<file path="src/rtl/cube_map_opacity_splat_macros.svh">
// Assertion macros for the cube map opacity splat block.
`ifndef CUBE_MAP_OPACITY_SPLAT_MACROS_SVH
`define CUBE_MAP_OPACITY_SPLAT_MACROS_SVH
`ifndef ASSERT_OFF
`define CMOS_ASSERT(label, clk, rst_n, prop, msg) \
    label: assert property (@(posedge clk) disable iff (!rst_n) (prop)) else $error(msg);
`define CMOS_ASSERT_NEXT(label, clk, rst_n, cond, prop, msg) \
    label: assert property (@(posedge clk) disable iff (!rst_n) (cond) |=> (prop)) else $error(msg);
`else
`define CMOS_ASSERT(label, clk, rst_n, prop, msg)
`define CMOS_ASSERT_NEXT(label, clk, rst_n, cond, prop, msg)
`endif
`endif

</file>
<file path="src/rtl/cmos_pkg.sv">
`timescale 1ns / 1ps
// ----------------------------------------------------------------------------
// Cube map opacity splat package
// Operation codes, controller states, fixed field widths and the request word.
// ----------------------------------------------------------------------------
package cmos_pkg;
    localparam int CoordW = 16;
    localparam int IncW = 16;
    localparam int LightW = 13;
    localparam int CfgW = 32;
    localparam int OneQ12 = 4096;

    typedef enum logic [1:0] {
        KIND_WRITE = 2'd0,
        KIND_READ  = 2'd1,
        KIND_CLEAR = 2'd2,
        KIND_NOP   = 2'd3
    } kind_t;

    typedef enum logic [3:0] {
        ST_INIT,
        ST_IDLE,
        ST_LEN,
        ST_DIV_U,
        ST_DIV_V,
        ST_CELLS,
        ST_RD,
        ST_RMW,
        ST_WB,
        ST_LREAD,
        ST_LWAIT,
        ST_LOUT
    } state_t;

    typedef struct packed {
        logic [1:0]        kind;
        logic [CoordW-1:0] ray_x;
        logic [CoordW-1:0] ray_y;
        logic [CoordW-1:0] ray_z;
        logic [IncW-1:0]   increment;
    } req_t;
endpackage

</file>
<file path="src/rtl/cmos_div.sv">
`timescale 1ns / 1ps
// ----------------------------------------------------------------------------
// Cube map opacity splat divider
// Restoring divider, one quotient bit per cycle.
// ----------------------------------------------------------------------------
module cmos_div
    import cmos_pkg::*;
#(
    parameter int NW = 32,
    parameter int DW = 18
)
(
    input  logic          clk,
    input  logic          rst_n,
    input  logic          start,
    input  logic [NW-1:0] num,
    input  logic [DW-1:0] den,
    output logic          done,
    output logic [NW-1:0] quo
);
    localparam int CW = $clog2(NW + 1);

    logic [NW-1:0] quo_reg, quo_next;
    logic [DW:0]   rem_reg, rem_next;
    logic [DW-1:0] den_reg, den_next;
    logic [CW-1:0] cnt_reg, cnt_next;
    logic          busy_reg, busy_next;
    logic [DW:0]   trial;
    logic [DW:0]   rem_step;
    logic [NW-1:0] quo_step;

    // One restoring step from the current registers.
    always_comb
    begin
        trial = {rem_reg[DW-1:0], quo_reg[NW-1]};
        if (trial >= {1'b0, den_reg})
        begin
            rem_step = trial - {1'b0, den_reg};
            quo_step = {quo_reg[NW-2:0], 1'b1};
        end
        else
        begin
            rem_step = trial;
            quo_step = {quo_reg[NW-2:0], 1'b0};
        end
    end

    always_comb
    begin
        quo_next = quo_reg;
        rem_next = rem_reg;
        den_next = den_reg;
        cnt_next = cnt_reg;
        busy_next = busy_reg;
        if (start)
        begin
            quo_next = num;
            rem_next = '0;
            den_next = den;
            cnt_next = CW'(NW);
            busy_next = 1'b1;
        end
        else if (busy_reg)
        begin
            rem_next = rem_step;
            quo_next = quo_step;
            cnt_next = cnt_reg - 1'b1;
            if (cnt_reg == CW'(1))
            begin
                busy_next = 1'b0;
            end
        end
    end

    always_ff @(posedge clk or negedge rst_n)
    begin
        if (!rst_n)
        begin
            busy_reg <= 1'b0;
            cnt_reg <= '0;
        end
        else
        begin
            busy_reg <= busy_next;
            cnt_reg <= cnt_next;
        end
    end

    always_ff @(posedge clk)
    begin
        quo_reg <= quo_next;
        rem_reg <= rem_next;
        den_reg <= den_next;
    end

    // The final quotient is valid in the last step, even if a new start comes.
    assign done = busy_reg && (cnt_reg == CW'(1));
    assign quo = quo_step;
endmodule

</file>
<file path="config.mk">
export PLATFORM = sky130hd
export DESIGN_NAME = cmos_div
export DESIGN_NICKNAME = d
export VERILOG_FILES = /design/src/rtl/cube_map_opacity_splat_macros.svh /design/src/rtl/cmos_pkg.sv /design/src/rtl/cmos_div.sv
export SDC_FILE = /design/constraint.sdc
export NUM_CORES = 1
export LEC_CHECK = 0
export BUFFER_PORTS_ARGS = -buffer_cell sky130_fd_sc_hd__buf_2
export CAP_MARGIN = 20
export CORE_ASPECT_RATIO = 2
export CORE_UTILIZATION = 49
export CTS_CLUSTER_DIAMETER = 60
export DETAILED_ROUTE_END_ITERATION = 12
export PLACE_DENSITY_LB_ADDON = 0.12
export SLEW_MARGIN = 40
export SYNTH_ARGS = -nofsm -noshare
export SYNTH_HDL_FRONTEND = slang
export SYNTH_SLANG_ARGS = --single-unit
</file>
<file path="constraint.sdc">
create_clock -name clk -period 5.8 [get_ports clk]
set_input_delay 0.58 -clock clk [delete_from_list [all_inputs] [get_ports clk]]
set_output_delay 0.58 -clock clk [all_outputs]
set_load 0.005 [all_outputs]
</file>
==> flow_metrics.tcl <==
set metrics [dict create \
    final_nets 523 \
    synth-main-ff-cell "edfxtp_1" \
    crit_fanout 17 \
    grt_max_degree 46 \
    hpwlAfterDp_mm 6.427 \
    tritoncts "done" \
    rsz0062_at_grt "false" \
    drv_slew 0 \
    crit_required_ns 5.22 \
    gr-total-overflow 0 \
    final_cell_count_no_fill 554 \
    syn-num-nets 468 \
    maxCapViolCount 0 \
    fin_crit_ns 3.184 \
    die_x_um 68.63 \
    hold_path.class "in -> async" \
    wirelength_mm 8.659 \
    setup_viol_count_final 0 \
    drc 0 \
    vias_per_cell 5.601 \
    vias 3103 \
    stdcell_area_um2 4977 \
    crit_buf_inv 2 \
    max_freq_ghz 0.3141 \
    tightestPinTransition_ns 0.6925 \
    antenna_left 0 \
    clk-insertion-delay-late_ns 0.34 \
    cts_setup_buffers 0 \
    first_pass_iters 5 \
    critPathLaunchType "register" \
    port_buffers 85 \
    die_area_um2 9282 \
    start_util 0.5030 \
    cp-end-kind "output port" \
    slew_headroom 0.5372 \
    fin_crit_sh 0.5489 \
    io-pin-count 86 \
    cts.sinks 75 \
    cts_resized 0 \
    grt_pass1_vias 2970 \
    dieHeight_um 135.3 \
    cts_buffer_depth 2 \
    ir_drop_uv 155.3 \
    leakage_nw 2.176 \
    setup_tns_ns 0 \
    largest_reg_flops 32 \
    placed_area_um2 4611 \
    power.density_nw_per_um2 350.3 \
    gp_congestion 0.8572 \
    final_common_cell "buf_2" \
    synth-edff-count 50 \
    finalPower_mw 1.744 \
    ys_types 63 \
    wl_per_cell_um 15.63 \
    ys_warn_count 0 \
    crit_arrival_ns 2.60 \
    crit_slowest_cell "dfxtp_1" \
    drtIter0Drc 170 \
    cts_hold_buffers 0 \
    antenna_cells 0 \
    fin_skew_ns 0.006777 \
    dp.cells 538 \
    syn2layout_area_growth_pct 14.41 \
    crit_family "compound AO/OA/AOI/OAI gates" \
    async_flop_share 0.09333 \
    antenna_found_initial 0 \
    outcome "completed" \
    cts_htree_levels 3 \
    ys_seq_area_frac 0.4682 \
    final_cell_mix "buf_2, edfxtp_1, nor2_1" \
    path_cells "ha_1, nor2b_1, o2111ai_2, nand3_2, a31o_4, o21ai_4, inv_6, buf_2" \
    max_stage_delay_ns 0.42 \
    cts-root-buf "clkbuf_16" \
    rows 48 \
    drive_gt1_frac 0.3414 \
    cts_buffers 9 \
    avgSynthCellArea_um2 11.04 \
    hold_viol_final 0 \
    ys_seq_elements 75 \
    grt_usage 0.1988 \
    clk_pin_slew_ns 0.06 \
    grt_pass1_wl_mm 13.34 \
    core_area_um2 8648 \
    syn_inst 394 \
    syn_area_um2 4350 \
    setup.worst_path.class "reg -> out" \
]
## layer usage
metal | GRT usage | part of all wire | vias to the layer above
li1 | - | - | 1514
met1 | 0.1928 | 0.36 | 1466
met2 | 0.3617 | 0.56 | 97
met3 | 0.03620 | 0.041 | 26
met4 | 0.1262 | 0.043 | 0
met5 | 0 | 0 | -
## metrics by stage
step / util / setup WS, ns / hold WS (ns)
floorplan: - / 3.331 / 0.2844
global placement: 0.5331 / 2.977 / 0.4209
detailed placement: 0.5331 / 2.931 / 0.4225
CTS: 0.5755 / 2.575 / 0.06750
global route: 0.5755 / 2.488 / 0.07570
finish: 0.5755 / 2.616 / 0.06947
## logic make-up after synthesis
logic type,Yosys count,synth area share
AO/OA/AOI/OAI,74,0.1309
XOR/XNOR,16,0.03221
adder cells (fa/ha/maj),21,0.06212
buffers and inverters,70,0.09548
flip-flops,75,0.4682
multiplexers,38,0.09635
AND/OR/NAND/NOR,100,0.1148
## Yosys cell counts (6+ instances only)
library cell / count / area (um2)
dfrtp_1: 7 / 175.2
xnor2_1: 13 / 113.9
a21oi_1: 9 / 45.04
edfxtp_1: 50 / 1501
buf_4: 31 / 232.7
inv_1: 24 / 90.09
nor2_1: 34 / 127.6
clkbuf_1: 7 / 26.28
mux2i_1: 7 / 70.07
a211oi_1: 12 / 90.09
ha_1: 20 / 250.2
a21o_1: 6 / 45.04
nand2_1: 28 / 105.1
dfxtp_1: 18 / 360.4
mux2_2: 31 / 349.1
o21ai_0: 14 / 70.07
## area by class of cell
| cell class | count | area [um2] |
|---|---|---|
| clock buffer | 10 | 229.0 |
| clock inverter | 6 | 137.6 |
| fill | 770 | 3671 |
| inverter | 26 | 102.6 |
| multi-input combinational | 249 | 1898 |
| sequential | 75 | 2037 |
| tap | 100 | 125.1 |
| timing repair buffer | 88 | 447.9 |
## where the power goes
part           switching (mW)  internal, mW  leakage (nW)  total, mW
Combinational           0.198         0.171          1.25      0.370
Clock                   0.215         0.465         0.177      0.680
Sequential             0.0438         0.650         0.745      0.694
## final timing paths
path                             start          end  slack, ns  cells past startpoint
max in group asynchronous        rst_n     busy_reg       5.57                      1
min reg2reg                 rem_reg[6]   rem_reg[6]       0.51                      2
max reg2reg                quo_reg[31]  rem_reg[16]       2.97                     11
min                              rst_n   cnt_reg[2]       0.07                      1
max                         rem_reg[0]       quo[0]       2.62                      8
min in group clk               den[11]  den_reg[11]       0.41                      1
(Power assumes the default switching activity.)
